File: config.mk
export PLATFORM = sky130hd
export DESIGN_NAME = rgb565_to_yuv420_pixel_stream_top
export DESIGN_NICKNAME = d
export VERILOG_FILES = /design/src/sv/ryuv_pkg.sv /design/src/sv/ryuv_pos.sv /design/src/sv/ryuv_csc.sv /design/src/sv/rgb565_to_yuv420_pixel_stream_top.sv
export SDC_FILE = /design/constraint.sdc
export NUM_CORES = 1
export LEC_CHECK = 0
export BUFFER_PORTS_ARGS = -buffer_cell sky130_fd_sc_hd__buf_2
export CORE_ASPECT_RATIO = 0.9
export CORE_MARGIN = 1.5
export CORE_UTILIZATION = 65
export DETAILED_ROUTE_END_ITERATION = 8
export PLACE_DENSITY = 0.85
export REMOVE_ABC_BUFFERS = 1
export SKIP_CTS_REPAIR_TIMING = 1
export SLEW_MARGIN = 20
export SYNTH_ARGS = -nofsm -noshare
export SYNTH_HDL_FRONTEND = slang
export SYNTH_SLANG_ARGS = --single-unit
File: constraint.sdc
create_clock -name clk_i -period 11.3 [get_ports clk_i]
set_clock_uncertainty 0.1 [all_clocks]
set_input_delay 0.565 -clock clk_i [delete_from_list [all_inputs] [get_ports clk_i]]
set_output_delay 0.565 -clock clk_i [all_outputs]
set_load 0.03 [all_outputs]
File: src/sv/ryuv_pkg.sv
// ----------------------------------------------------------------------------
// ryuv_pkg - shared types and constants for the RGB565 to YUV420 converter
// Chroma kind codes, config register indexes, BT.601 integer coefficients
// and the round/offset/clip helper.
// ----------------------------------------------------------------------------
package ryuv_pkg;

  // Config port geometry
  localparam int CfgDataW = 13;
  localparam int CfgIdxW  = 1;

  typedef enum logic [CfgIdxW-1:0] {
    REG_FRAME_WIDTH  = 1'b0,
    REG_FRAME_HEIGHT = 1'b1
  } cfg_reg_e;

  localparam logic [CfgDataW-1:0] FrameWidthRst  = 13'd720;
  localparam logic [CfgDataW-1:0] FrameHeightRst = 13'd480;

  // Chroma kind carried on tuser
  typedef enum logic [1:0] {
    CK_NONE = 2'd0,
    CK_U    = 2'd1,
    CK_V    = 2'd2
  } chroma_kind_e;

  // Position info for one item
  typedef struct packed {
    chroma_kind_e kind;
    logic         frame_end;
  } pos_t;

  // Field widths
  localparam int PixW  = 16;
  localparam int SmpW  = 8;
  localparam int SumW  = 18;   // holds any weighted sum of 8-bit R/G/B
  localparam int ClipW = 11;   // scaled sum plus offset

  // BT.601 integer coefficients
  localparam logic signed [SumW-1:0] YR = 18'sd66;
  localparam logic signed [SumW-1:0] YG = 18'sd129;
  localparam logic signed [SumW-1:0] YB = 18'sd25;
  localparam logic signed [SumW-1:0] UR = -18'sd38;
  localparam logic signed [SumW-1:0] UG = -18'sd74;
  localparam logic signed [SumW-1:0] UB = 18'sd112;
  localparam logic signed [SumW-1:0] VR = 18'sd112;
  localparam logic signed [SumW-1:0] VG = -18'sd94;
  localparam logic signed [SumW-1:0] VB = -18'sd18;
  localparam logic signed [SumW-1:0] RoundBias = 18'sd128;

  localparam logic signed [ClipW-1:0] LumaOffset   = 11'sd16;
  localparam logic signed [ClipW-1:0] ChromaOffset = 11'sd128;

  // (sum + 128) >>> 8, plus offset, clipped to 0..255
  function automatic logic [SmpW-1:0] scale_clip(input logic signed [SumW-1:0] sum,
                                                 input logic signed [ClipW-1:0] offset);
    logic signed [SumW-1:0]  biased;
    logic signed [ClipW-1:0] v;
    biased = sum + RoundBias;
    // bits 17..8 are the arithmetic shift by 8, sign-extended by one
    v = signed'({biased[SumW-1], biased[SumW-1:8]}) + offset;
    if (v < 0) begin
      scale_clip = '0;
    end else if (v > 11'sd255) begin
      scale_clip = '1;
    end else begin
      scale_clip = v[SmpW-1:0];
    end
  endfunction

endpackage

File: src/sv/ryuv_pos.sv
// ----------------------------------------------------------------------------
// ryuv_pos - raster position tracker
// Column/row counters wrapped by the clamped frame size; gives chroma kind
// and end-of-frame for the current item and advances on each accepted item.
// ----------------------------------------------------------------------------
module ryuv_pos
  import ryuv_pkg::*;
#(
  parameter int MaxDimension = 4096
) (
  input  logic                clk_i,
  input  logic                rst_ni,
  input  logic                advance_i,
  input  logic [CfgDataW-1:0] frame_width_i,
  input  logic [CfgDataW-1:0] frame_height_i,
  output pos_t                pos_o
);

  localparam int CntW = $clog2(MaxDimension);
  localparam int DimW = $clog2(MaxDimension + 1);
  localparam int SzW  = (DimW > CfgDataW) ? DimW : CfgDataW;

  logic [CntW-1:0] col_q, col_d;
  logic [CntW-1:0] row_q, row_d;
  logic [DimW-1:0] width_c, height_c;
  logic            row_last, frame_last;

  // clamp a size register into 2..MaxDimension
  function automatic logic [DimW-1:0] clamp_size(input logic [CfgDataW-1:0] v);
    logic [SzW-1:0] ext;
    ext = SzW'(v);
    if (ext < SzW'(2)) begin
      clamp_size = DimW'(2);
    end else if (ext > SzW'(MaxDimension)) begin
      clamp_size = DimW'(MaxDimension);
    end else begin
      clamp_size = ext[DimW-1:0];
    end
  endfunction

  assign width_c  = clamp_size(frame_width_i);
  assign height_c = clamp_size(frame_height_i);

  // end of row / frame; a counter beyond a shrunk size also ends it
  assign row_last   = DimW'(col_q) >= (width_c - DimW'(1));
  assign frame_last = row_last && (DimW'(row_q) >= (height_c - DimW'(1)));

  // chroma kind from parity
  always_comb begin
    pos_o.frame_end = frame_last;
    if (col_q[0]) begin
      pos_o.kind = CK_NONE;
    end else if (!row_q[0]) begin
      pos_o.kind = CK_U;
    end else begin
      pos_o.kind = CK_V;
    end
  end

  // counter next values
  always_comb begin
    col_d = col_q;
    row_d = row_q;
    if (advance_i) begin
      if (row_last) begin
        col_d = '0;
        row_d = frame_last ? '0 : row_q + CntW'(1);
      end else begin
        col_d = col_q + CntW'(1);
      end
    end
  end

  always_ff @(posedge clk_i or negedge rst_ni) begin
    if (!rst_ni) begin
      col_q <= '0;
      row_q <= '0;
    end else begin
      col_q <= col_d;
      row_q <= row_d;
    end
  end

endmodule

File: src/sv/ryuv_csc.sv
// ----------------------------------------------------------------------------
// ryuv_csc - RGB565 to YUV color conversion
// Expands the pixel to 8-bit R/G/B and forms luma and the selected chroma
// sample with BT.601 integer coefficients, rounding and clipping.
// ----------------------------------------------------------------------------
module ryuv_csc
  import ryuv_pkg::*;
(
  input  logic [PixW-1:0] pixel_i,
  input  chroma_kind_e    kind_i,
  output logic [SmpW-1:0] luma_o,
  output logic [SmpW-1:0] chroma_o
);

  logic signed [SumW-1:0] r_s, g_s, b_s;
  logic signed [SumW-1:0] y_sum, u_sum, v_sum;

  // expand to 8 bits, low bits zero
  assign r_s = signed'(SumW'({pixel_i[15:11], 3'b000}));
  assign g_s = signed'(SumW'({pixel_i[10:5], 2'b00}));
  assign b_s = signed'(SumW'({pixel_i[4:0], 3'b000}));

  // constant-coefficient weighted sums
  assign y_sum = YR * r_s + YG * g_s + YB * b_s;
  assign u_sum = UR * r_s + UG * g_s + UB * b_s;
  assign v_sum = VR * r_s + VG * g_s + VB * b_s;

  assign luma_o = scale_clip(y_sum, LumaOffset);

  always_comb begin
    case (kind_i)
      CK_U:    chroma_o = scale_clip(u_sum, ChromaOffset);
      CK_V:    chroma_o = scale_clip(v_sum, ChromaOffset);
      default: chroma_o = '0;
    endcase
  end

endmodule

File: src/sv/rgb565_to_yuv420_pixel_stream_top.sv
// ----------------------------------------------------------------------------
// rgb565_to_yuv420_pixel_stream_top - RGB565 to YUV420 pixel stream
// Converts raster-order RGB565 pixels to Y plus subsampled U/V samples.
// ----------------------------------------------------------------------------
// Takes one RGB565 pixel per item and returns one item per pixel: the luma
// sample, and on even columns a U (even rows) or V (odd rows) sample with its
// kind on tuser; tlast marks the last pixel of a frame. Frame width and height
// come from config registers 0 and 1, clamped to 2..MAX_DIMENSION; write them
// only while the stream is idle. Throughput is one item per clock. The pipeline
// is an input register holding the pixel and its position, then the conversion
// logic feeding the result register. Both stages stall in place when the output
// is held off.
module rgb565_to_yuv420_pixel_stream_top
  import ryuv_pkg::*;
#(
  parameter int MAX_DIMENSION = 4096
) (
  input  logic                clk_i,
  input  logic                rst_ni,
  // config write channel
  input  logic                cfg_valid_i,
  output logic                cfg_ready_o,
  input  logic [CfgIdxW-1:0]  cfg_index_i,
  input  logic [CfgDataW-1:0] cfg_data_i,
  // pixel input
  input  logic                s_axis_tvalid,
  output logic                s_axis_tready,
  input  logic [15:0]         s_axis_tdata,   // [15:0] pixel
  // YUV output
  output logic                m_axis_tvalid,
  input  logic                m_axis_tready,
  output logic [15:0]         m_axis_tdata,   // [7:0] luma, [15:8] chroma
  output logic [1:0]          m_axis_tuser,   // [1:0] chroma_kind
  output logic                m_axis_tlast    // frame_end
);

  logic [CfgDataW-1:0] frame_width_q, frame_height_q;

  logic            in_accept, s1_ready, out_ready;
  logic            s1_valid_q, s1_valid_d;
  logic [PixW-1:0] s1_pixel_q;
  pos_t            s1_pos_q;
  pos_t            pos_c;

  logic            out_valid_q, out_valid_d;
  logic [SmpW-1:0] out_luma_q, out_chroma_q;
  logic [SmpW-1:0] luma_c, chroma_c;
  pos_t            out_pos_q;

  // config registers, always ready
  assign cfg_ready_o = 1'b1;

  always_ff @(posedge clk_i or negedge rst_ni) begin
    if (!rst_ni) begin
      frame_width_q  <= FrameWidthRst;
      frame_height_q <= FrameHeightRst;
    end else if (cfg_valid_i) begin
      case (cfg_index_i)
        REG_FRAME_WIDTH:  frame_width_q  <= cfg_data_i;
        REG_FRAME_HEIGHT: frame_height_q <= cfg_data_i;
        default: ;
      endcase
    end
  end

  // pipeline flow control
  assign out_ready     = !out_valid_q || m_axis_tready;
  assign s1_ready      = !s1_valid_q || out_ready;
  assign s_axis_tready = s1_ready;
  assign in_accept     = s_axis_tvalid && s1_ready;

  always_comb begin
    s1_valid_d = s1_valid_q;
    if (in_accept) begin
      s1_valid_d = 1'b1;
    end else if (out_ready) begin
      s1_valid_d = 1'b0;
    end
    out_valid_d = out_ready ? s1_valid_q : out_valid_q;
  end

  always_ff @(posedge clk_i or negedge rst_ni) begin
    if (!rst_ni) begin
      s1_valid_q  <= 1'b0;
      out_valid_q <= 1'b0;
    end else begin
      s1_valid_q  <= s1_valid_d;
      out_valid_q <= out_valid_d;
    end
  end

  // raster position
  ryuv_pos #(
    .MaxDimension(MAX_DIMENSION)
  ) u_pos (
    .clk_i         (clk_i),
    .rst_ni        (rst_ni),
    .advance_i     (in_accept),
    .frame_width_i (frame_width_q),
    .frame_height_i(frame_height_q),
    .pos_o         (pos_c)
  );

  // input register
  always_ff @(posedge clk_i) begin
    if (in_accept) begin
      s1_pixel_q <= s_axis_tdata;
      s1_pos_q   <= pos_c;
    end
  end

  // color conversion
  ryuv_csc u_csc (
    .pixel_i (s1_pixel_q),
    .kind_i  (s1_pos_q.kind),
    .luma_o  (luma_c),
    .chroma_o(chroma_c)
  );

  // result register
  always_ff @(posedge clk_i) begin
    if (out_ready && s1_valid_q) begin
      out_luma_q   <= luma_c;
      out_chroma_q <= chroma_c;
      out_pos_q    <= s1_pos_q;
    end
  end

  assign m_axis_tvalid = out_valid_q;
  assign m_axis_tdata  = {out_chroma_q, out_luma_q};
  assign m_axis_tuser  = out_pos_q.kind;
  assign m_axis_tlast  = out_pos_q.frame_end;

endmodule

==> qor.yml, run 1 <==
floorplanning:
  die_w_um: 142
  row_count: 45
  start_util: 0.665
  ios: 57
  die_h_um: 128
  core-area_um2: 16900
  die_area_um2: 18100
clock_network:
  clkTransAtPathRegs_ns: 0.07
  cts.sinks: 90
  cts-root-buf: "clkbuf_16"
  h-tree-depth: 3
  clockBufferDepth: 2
  cts-buffers-inserted: 9
  cts_tree: "done"
  insertion_delay_ns: 0.37
setup_path:
  path_depth: 23
  crit_chain: "inv_1, fa_1, inv_1, ha_1, or2_2, fa_1, inv_1, fa_1, inv_1, ha_1, o41ai_2, mux2i_1, a2111oi_0, fa_1, inv_1, ha_1, nand3b_1, o21ai_0, a311oi_1, o211ai_4, nor4_4, nor2_1, o22ai_1"
  worstSetupPathType: "reg -> reg"
  timing.rr.start: "s1_pixel_q[6]$_DFFE_PP_"
  end_kind: "flip-flop"
  slowest_delay_ns: 0.83
  rrSetupSlack_ns: 4.13
  crit_start: "s1_pixel_q[6]$_DFFE_PP_"
  worstPathMaxFanout: 7
  cp.required_ns: 11.39
  reg2regPathDepth: 23
  cp_slowest_cell: "a2111oi_0"
  critPathLaunchType: "flip-flop"
  path_common_cell: "inv_1"
  critPathTopFamily: "adder cells"
  cp.arrival_ns: 7.26
  cp.buffers_inverters: 5
placement:
  dpl.hpwl_mm: 20.3
  place_congestion: 0.881
  io_buffer_count: 55
routing:
  drt-pass1-iter-count: 6
  via_count: 8509
  drt_wl_total_mm: 24.4
  postRouteAntennaNets: 0
  avgRoutedWirePerCell_um: 17.1
  drtIter0Drc: 604
  via_per_inst: 5.94
  drc: 0
sta:
  timing.final.max_slew_violations: 0
  tightest_slew_ns: 1.04
  hold_violations: 0
  slew-limit-headroom: 0.306
  clock.fmax_ghz: 0.140
  finalSetupTns_ns: 0
  fin_crit_ns: 7.17
  min_period_over_period: 0.634
  rsz0062_at_grt: "no"
  finalSetupViolations: 0
synth:
  ys_warn_count: 0
  synth_top_cell_area_share: 0.236
  synth_async_sr_flop_share: 0.578
  syn_area_per_cell_um2: 9.64
  synthCells: 1165
  yosysMostFrequentCell: "ha_1"
  yosysSeqAreaShare: 0.218
  synth_top_area_cell: "ha_1"
  yosys-top-cells-area: "ha_1, fa_1, edfxtp_1"
  synth-main-ff-cell: "dfrtp_1"
  synth-edff-count: 38
  synth_seq_cells: 90
  synth_area_um2: 11200
  yosysUniqueCellTypes: 87
  ys_top_cells_by_count: "ha_1, inv_1, nor2_1"
grt:
  gr-total-overflow: 0
  grt_busiest_layer: "met2"
  grt_max_degree: 53
  met3_usage: 0.0572
  gr-usage-all-layers: 0.282
  grt_util_met1: 0.389
  grt_pass1_vias: 8248
  antenna_found_initial: 0
  grt_pass1_wl_mm: 40.3
  globalRouteMet2Util: 0.456
final_layout:
  nFillCells: 1205
  antenna_cells: 0
  layout-drive-gt1-share: 0.114
  area_growth_pct: 7.04
  fin_util: 0.711
  nNetsFinal: 1532
flow_run:
  maxCapViolCount: 0
hold_path:
  worstHoldPathType: "in -> async"
outcome:
  outcome: "finished clean"
-- sequential cells by signal (all words and copies together), names as in the netlist --
name	count
out_chroma_q	8
out_luma_q	8
m_axis_tlast	1
s1_pos_q	3
s1_valid_q	1
m_axis_tuser	2
frame_height_q	13
s1_pixel_q	16
frame_width_q	13
u_pos.row_q	12
m_axis_tvalid	1
u_pos.col_q	12
-- area by class of cell --
cell class / instances / area [um^2] / area share
Timing Repair Buffer: 57 / 290 / 0.0242
Multi-Input combinational cell: 887 / 8060 / 0.671
Clock buffer: 9 / 225 / 0.0187
Inverter: 171 / 642 / 0.0534
Sequential cell: 90 / 2450 / 0.204
Tap cell: 211 / 264 / 0.0220
Clock inverter: 7 / 81.3 / 0.00677
-- kinds of logic (layout without fill, tap and decap cells) --
logic type	count (synthesis)	after routing	synth area share
flops	90	90	0.218
buf+inv	188	244	0.0636
simple gates	267	267	0.122
mux	31	31	0.0309
compound gates	217	217	0.135
fa+ha+maj	282	282	0.360
xor+xnor	89	89	0.0694
other cells	1	1	0.000334
-- metrics by stage --
| stage | worst slack (ns) | hold slack (ns) | area (um^2) | instances |
|---|---|---|---|---|
| 2_1_floorplan | 4.87 | 0.169 | 11200 | 1148 |
| 3_3_place_gp | 4.40 | 0.308 | 11700 | 1416 |
| 3_5_place_dp | 4.16 | 0.306 | 11700 | 1416 |
| 4_1_cts | 4.10 | 0.231 | 12000 | 1432 |
| 5_1_grt | 3.61 | 0.264 | 12000 | 1432 |
| 6_report | 4.13 | 0.201 | 12000 | 1432 |
-- path summary, 6_finish.rpt --
check	to
max	out_chroma_q[2]$_SDFFCE_PN0P_
min	frame_width_q[12]$_DFFE_PN0P_
max reg2reg	out_chroma_q[2]$_SDFFCE_PN0P_
min reg2reg	m_axis_tlast$_DFFE_PP_
max in group asynchronous	u_pos.row_q[10]$_DFFE_PN0P_
min in group clk_i	s1_pixel_q[14]$_DFFE_PP_
-- cells in the final DEF, fill, tap and decap left out, types with 25 or more instances in the layout --
cell / count
mux2_2: 26
dfrtp_1: 44
a21oi_1: 49
xor2_1: 37
xnor2_1: 52
edfxtp_1: 38
ha_1: 212
inv_1: 170
nand2_1: 52
nor2_1: 80
fa_1: 69
o21ai_0: 34
a21o_1: 25
buf_2: 55
-- layer usage --
layer  share of wire  wire length [um]  vias up
li1                -                 -     4163
met1            0.45             11100     4107
met2            0.47             11500      213
met3           0.056              1360       26
met4           0.018               436        0
met5               0                 0        -
Power of run 1 is left out: the tool's default activity adds up to more than one toggle a clock period on the data nets, which glitch-free logic cannot reach.
==> run 2, diff against run 1 <==
--- a/config.mk
+++ b/config.mk
@@ -8,9 +8,9 @@
 export BUFFER_PORTS_ARGS = -buffer_cell sky130_fd_sc_hd__buf_2
 export CORE_ASPECT_RATIO = 0.9
 export CORE_MARGIN = 1.5
-export CORE_UTILIZATION = 65
+export CORE_UTILIZATION = 64
 export DETAILED_ROUTE_END_ITERATION = 8
-export PLACE_DENSITY = 0.85
+export PLACE_DENSITY = 0.84
 export REMOVE_ABC_BUFFERS = 1
 export SKIP_CTS_REPAIR_TIMING = 1
 export SLEW_MARGIN = 20
==> constraint.sdc (replaced) <==
create_clock -name clk_i -period 7.2 [get_ports clk_i]
set_clock_uncertainty 0.1 [all_clocks]
set_input_delay 0.36 -clock clk_i [delete_from_list [all_inputs] [get_ports clk_i]]
set_output_delay 0.36 -clock clk_i [all_outputs]
set_load 0.03 [all_outputs]
==> qor.yml, run 2 (synthesis gave the netlist of run 1 again) <==
floorplanning:
  die_w_um: 143  # was 142 um
  die_area_um2: 18300  # was 18100 um^2
  die_h_um: 129  # was 128 um
  core-area_um2: 17000  # was 16900 um^2
  ios: 57  # unchanged
  start_util: 0.660  # was 0.665
  row_count: 45  # unchanged
routing:
  drt_wl_total_mm: 25.1  # was 24.4 mm
  postRouteAntennaNets: 0  # unchanged
  drc: 0  # unchanged
  via_per_inst: 5.85  # was 5.94
  drt-pass1-iter-count: 5  # was 6
  via_count: 8654  # was 8509
  drtIter0Drc: 451  # was 604
  avgRoutedWirePerCell_um: 17.0  # was 17.1 um
outcome:
  outcome: "finished clean"  # unchanged
sta:
  slew-limit-headroom: 0.287  # was 0.306
  min_period_over_period: 0.958  # was 0.634
  hold_violations: 0  # unchanged
  finalSetupViolations: 0  # unchanged
  tightest_slew_ns: 1.07  # was 1.04 ns
  fin_crit_ns: 6.90  # was 7.17 ns
  timing.final.max_slew_violations: 0  # unchanged
  clock.fmax_ghz: 0.145  # was 0.140 GHz
clock_network:
  clockBufferDepth: 2  # unchanged
  cts-buffers-inserted: 9  # unchanged
  cts_tree: "done"  # unchanged
  h-tree-depth: 3  # unchanged
  insertion_delay_ns: 0.35  # was 0.37 ns
  clkTransAtPathRegs_ns: 0.07  # about the same
  cts.sinks: 90  # unchanged
  cts-root-buf: "clkbuf_16"  # unchanged
final_layout:
  nNetsFinal: 1556  # was 1532
  antenna_cells: 0  # unchanged
  nFillCells: 1225  # was 1205
  largest_register_ffs: 16  # unchanged
  final_common_cell: "ha_1"  # unchanged
  fin_cells: 1480  # was 1432
  layout-drive-gt1-share: 0.130  # was 0.114
  fin_area_um2: 12200  # was 12000 um^2
  mostFrequentLayoutCells: "ha_1, inv_1, nor2_1"  # unchanged
  top_regs: "s1_pixel_q (16), frame_height_q (13), frame_width_q (13)"  # unchanged
  area_growth_pct: 8.89  # was 7.04%
  regMostFlops: "s1_pixel_q"  # unchanged
grt:
  grt_max_degree: 53  # unchanged
  grt_pass1_vias: 8431  # was 8248
  gr-usage-all-layers: 0.276  # was 0.282
  antenna_found_initial: 0  # unchanged
  gr-total-overflow: 0  # unchanged
  grt_pass1_wl_mm: 39.9  # was 40.3 mm
flow_run:
  maxCapViolCount: 0  # unchanged
placement:
  place_congestion: 0.895  # was 0.881
  dpl.hpwl_mm: 19.9  # was 20.3 mm
  io_buffer_count: 55  # unchanged
  place_area_um2: 11800  # was 11700 um^2
  dp.cells: 1448  # was 1416
setup_path:
  critPathLaunchType: "flip-flop"  # unchanged
  cp.required_ns: 7.18  # was 11.39 ns
  worstSetupPathType: "reg -> reg"  # unchanged
  worstPathMaxFanout: 8  # was 7
  end_kind: "flip-flop"  # unchanged
  cp.arrival_ns: 6.88  # was 7.26 ns
hold_path:
  worstHoldPathType: "in -> async"  # unchanged
-- run 2: critical path, cell delays in order (launching register included) --
cell and delay (ns):
edfxtp_1 0.44, inv_1 0.13, fa_1 0.54, inv_1 0.10
ha_1 0.29, inv_1 0.05, fa_1 0.54, inv_1 0.06
fa_1 0.46, ha_1 0.35, inv_1 0.07, nor2_1 0.14
nor2_1 0.07, xor2_1 0.16, fa_1 0.49, inv_1 0.04
ha_1 0.28, ha_1 0.32, or2_2 0.30, a21oi_2 0.21
nor2_1 0.11, a21o_1 0.21, xor2_1 0.16, ha_1 0.33
nor2b_1 0.16, mux2i_2 0.15, a311oi_2 0.27, o32ai_1 0.11
-- run 2: worst paths after layout --
path                                         start                            end  slack [ns]  cells past startpoint
setup / recovery           s1_pixel_q[6]$_DFFE_PP_  out_chroma_q[7]$_SDFFCE_PN0P_        0.30                     27
hold / removal                              rst_ni   frame_width_q[8]$_DFFE_PN0P_        0.02                      2
setup reg to reg           s1_pixel_q[6]$_DFFE_PP_  out_chroma_q[7]$_SDFFCE_PN0P_        0.30                     27
hold reg to reg              s1_pos_q[0]$_DFFE_PP_         m_axis_tlast$_DFFE_PP_        0.36                      0
max in group asynchronous                   rst_ni    u_pos.row_q[10]$_DFFE_PN0P_        6.51                      2
min in group clk_i                 s_axis_tdata[7]        s1_pixel_q[7]$_DFFE_PP_        0.08                      1
-- run 2: per-stage QoR --
step | worst slack, ns | hold slack, ns | util | TNS (ns)
after floorplan | 0.774 | -0.0356 | - | 0
after global placement | 0.439 | 0.310 | 0.694 | 0
after detailed placement | 0.305 | 0.340 | 0.694 | 0
after CTS | 0.263 | 0.0486 | 0.710 | 0
after global routing | -0.144 | 0.0747 | 0.719 | -0.203
final | 0.299 | 0.0234 | 0.719 | 0
-- run 2: area by class of cell --
type | count | area [um^2] | share of cell area
multi-input cells | 887 | 8090 | 0.662
flip-flops and latches | 90 | 2450 | 0.201
inverters | 171 | 642 | 0.0525
repair buffers | 81 | 470 | 0.0385
well taps | 235 | 294 | 0.0241
clock buffers | 13 | 262 | 0.0214
clock inverters | 3 | 13.8 | 0.00113
-- run 2: layer usage --
layer | vias to the layer above | track usage | wire length, um
li1 | 4204 | - | -
met1 | 4197 | 0.354 | 11000
met2 | 197 | 0.481 | 12400
met3 | 56 | 0.0342 | 928
met4 | 0 | 0.107 | 831
met5 | - | 0 | 0
Power of run 2 is left out for the same reason.
==> run 3, diff against run 2 <==
--- a/config.mk
+++ b/config.mk
@@ -16,4 +16,5 @@
 export SLEW_MARGIN = 20
 export SYNTH_ARGS = -nofsm -noshare
 export SYNTH_HDL_FRONTEND = slang
+export SYNTH_HIERARCHICAL = 1
 export SYNTH_SLANG_ARGS = --single-unit
==> qor.yml, run 3 <==
clock_network:
  clockBufferDepth: 2  # unchanged
  insertion_delay_ns: 0.36  # was 0.35 ns
  cts.sinks: 90  # unchanged
  cts-buffers-inserted: 9  # unchanged
  h-tree-depth: 3  # unchanged
  cts_tree: "done"  # unchanged
  cts-root-buf: "clkbuf_16"  # unchanged
  clkTransAtPathRegs_ns: 0.07  # about the same
final_layout:
  area_growth_pct: 7.79  # was 8.89%
  nNetsFinal: 1518  # was 1556
  final_common_cell: "ha_1"  # unchanged
  fin_cells: 1440  # was 1480
  mostFrequentLayoutCells: "ha_1, inv_1, nor2_1"  # unchanged
  regMostFlops: "s1_pixel_q"  # unchanged
  layout-drive-gt1-share: 0.137  # was 0.130
  largest_register_ffs: 16  # unchanged
  antenna_cells: 0  # unchanged
  top_regs: "s1_pixel_q (16), frame_height_q (13), frame_width_q (13)"  # unchanged
  fin_area_um2: 12100  # was 12200 um^2
grt:
  gr-total-overflow: 0  # unchanged
  gr-usage-all-layers: 0.282  # was 0.276
  grt_pass1_wl_mm: 40.6  # was 39.9 mm
  grt_pass1_vias: 8620  # was 8431
  grt_max_degree: 53  # unchanged
  antenna_found_initial: 0  # unchanged
synth:
  syn_area_per_cell_um2: 9.91  # was 9.64 um^2
  synth_async_sr_flop_share: 0.578  # unchanged
  synth-main-ff-cell: "dfrtp_1"  # unchanged
  synth_area_um2: 11200  # about the same
  synth_seq_cells: 90  # unchanged
  synth_top_cell_area_share: 0.238  # was 0.236
  synthCells: 1134  # was 1165
  synth-edff-count: 38  # unchanged
  yosys-top-cells-area: "ha_1, fa_1, edfxtp_1"  # unchanged
  ys_top_cells_by_count: "ha_1, inv_1, nor2_1"  # unchanged
  yosysSeqAreaShare: 0.218  # about the same
  yosysUniqueCellTypes: 89  # was 87
  yosysMostFrequentCell: "ha_1"  # unchanged
  synth_top_area_cell: "ha_1"  # unchanged
  ys_warn_count: 6  # was 0
setup_path:
  crit_start: "s1_pixel_q[8]$_DFFE_PP_"  # was s1_pixel_q[6]$_DFFE_PP_
  critPathLaunchType: "flip-flop"  # unchanged
  cp_slowest_cell: "fa_1"  # unchanged
  cp.arrival_ns: 6.84  # was 6.88 ns
  timing.rr.start: "s1_pixel_q[8]$_DFFE_PP_"  # was s1_pixel_q[6]$_DFFE_PP_
  end_kind: "flip-flop"  # unchanged
  worstSetupPathType: "reg -> reg"  # unchanged
  slowest_delay_ns: 0.51  # was 0.54 ns
  worstPathMaxFanout: 8  # unchanged
  path_common_cell: "inv_1"  # unchanged
  cp.required_ns: 7.19  # was 7.18 ns
placement:
  io_buffer_count: 55  # unchanged
  dp.cells: 1418  # was 1448
  dpl.hpwl_mm: 19.7  # was 19.9 mm
  place_area_um2: 11800  # about the same
  place_congestion: 0.912  # was 0.895
routing:
  drtIter0Drc: 471  # was 451
  drt_wl_total_mm: 25.1  # about the same
  drt-pass1-iter-count: 5  # unchanged
  via_per_inst: 5.88  # was 5.85
  drc: 0  # unchanged
  via_count: 8471  # was 8654
  avgRoutedWirePerCell_um: 17.4  # was 17.0 um
  postRouteAntennaNets: 0  # unchanged
hold_path:
  worstHoldPathType: "in -> async"  # unchanged
flow_run:
  maxCapViolCount: 0  # unchanged
outcome:
  outcome: "finished, violations left"  # was finished clean
  violations: "hold timing"
sta:
  tightest_slew_ns: 1.03  # was 1.07 ns
  slew-limit-headroom: 0.307  # was 0.287
  hold_violations: 3  # was 0
  min_period_over_period: 0.951  # was 0.958
  fin_hold_ws_ns: -0.00112  # was 0.0234 ns
  timing.final.max_slew_violations: 0  # unchanged
  fin_crit_ns: 6.85  # was 6.90 ns
  clock.fmax_ghz: 0.146  # was 0.145 GHz
  finalSetupViolations: 0  # unchanged
floorplanning:
  die_area_um2: 18400  # was 18300 um^2
  start_util: 0.661  # was 0.660
  die_w_um: 143  # about the same
  core-area_um2: 17000  # unchanged
  row_count: 45  # unchanged
  die_h_um: 129  # about the same
  ios: 57  # unchanged
## run 3: cell count changes after synthesis, sizes merged, moves of 10 or more
cell / delta
a21oi: +13
inv: -11
nor2: -11
nor4: -10
o211ai: -12
## run 3: layout make-up
class                           count  area, um^2
Inverter                          160         601
Fill cell                        1272        4890
Timing Repair Buffer               69         380
Sequential cell                    90        2450
Clock inverter                      6        46.3
Tap cell                          235         294
Multi-Input combinational cell    870        8110
Clock buffer                       10         239
## run 3: cell families after synthesis
logic type | Yosys count | synth area share
flip-flops | 90 | 0.218
adder cells (fa/ha/maj) | 284 | 0.362
AO/OA/AOI/OAI | 211 | 0.128
XOR/XNOR | 95 | 0.0747
buffers and inverters | 174 | 0.0628
multiplexers | 31 | 0.0343
AND/OR/NAND/NOR | 248 | 0.120
other | 1 | 0.000334
## run 3: final timing paths
path,slack (ns),to,cells after the start
max,0.35,out_chroma_q[6]$_DFFE_PP_,27
min,-0.001,u_pos/col_q[1]$_DFFE_PN0P_,2
max reg2reg,0.35,out_chroma_q[6]$_DFFE_PP_,27
min reg2reg,0.33,m_axis_tlast$_DFFE_PP_,0
max in group asynchronous,6.54,u_pos/row_q[10]$_DFFE_PN0P_,2
min in group clk_i,0.08,s1_pixel_q[15]$_DFFE_PP_,1
## run 3: metal layers
| metal | vias to the layer above | GRT usage | routed length [um] |
|---|---|---|---|
| li1 | 4089 | - | - |
| met1 | 4106 | 0.363 | 10900 |
| met2 | 226 | 0.488 | 12500 |
| met3 | 50 | 0.0435 | 1070 |
| met4 | 0 | 0.0952 | 581 |
| met5 | - | 0 | 0 |
## run 3: critical path, delay by kind of cell (launching register included)
family | cells | cell delay [ns]
fa+ha+maj | 9 | 3.55
mux | 1 | 0.16
simple gates | 2 | 0.39
buf+inv | 6 | 0.47
compound gates | 7 | 1.14
flops | 1 | 0.43
xor+xnor | 2 | 0.32
## run 3: metrics by stage
stage / setup slack (ns) / hold slack [ns] / util / setup TNS (ns)
final: 0.355 / -0.00112 / 0.713 / 0
after CTS: 0.138 / 0.0343 / 0.709 / 0
after floorplan: 0.684 / -0.0356 / - / 0
after global placement: 0.442 / 0.302 / 0.692 / 0
after global routing: -0.0420 / 0.0604 / 0.713 / -0.126
after detailed placement: 0.205 / 0.324 / 0.692 / 0
Power of run 3 is left out for the same reason.
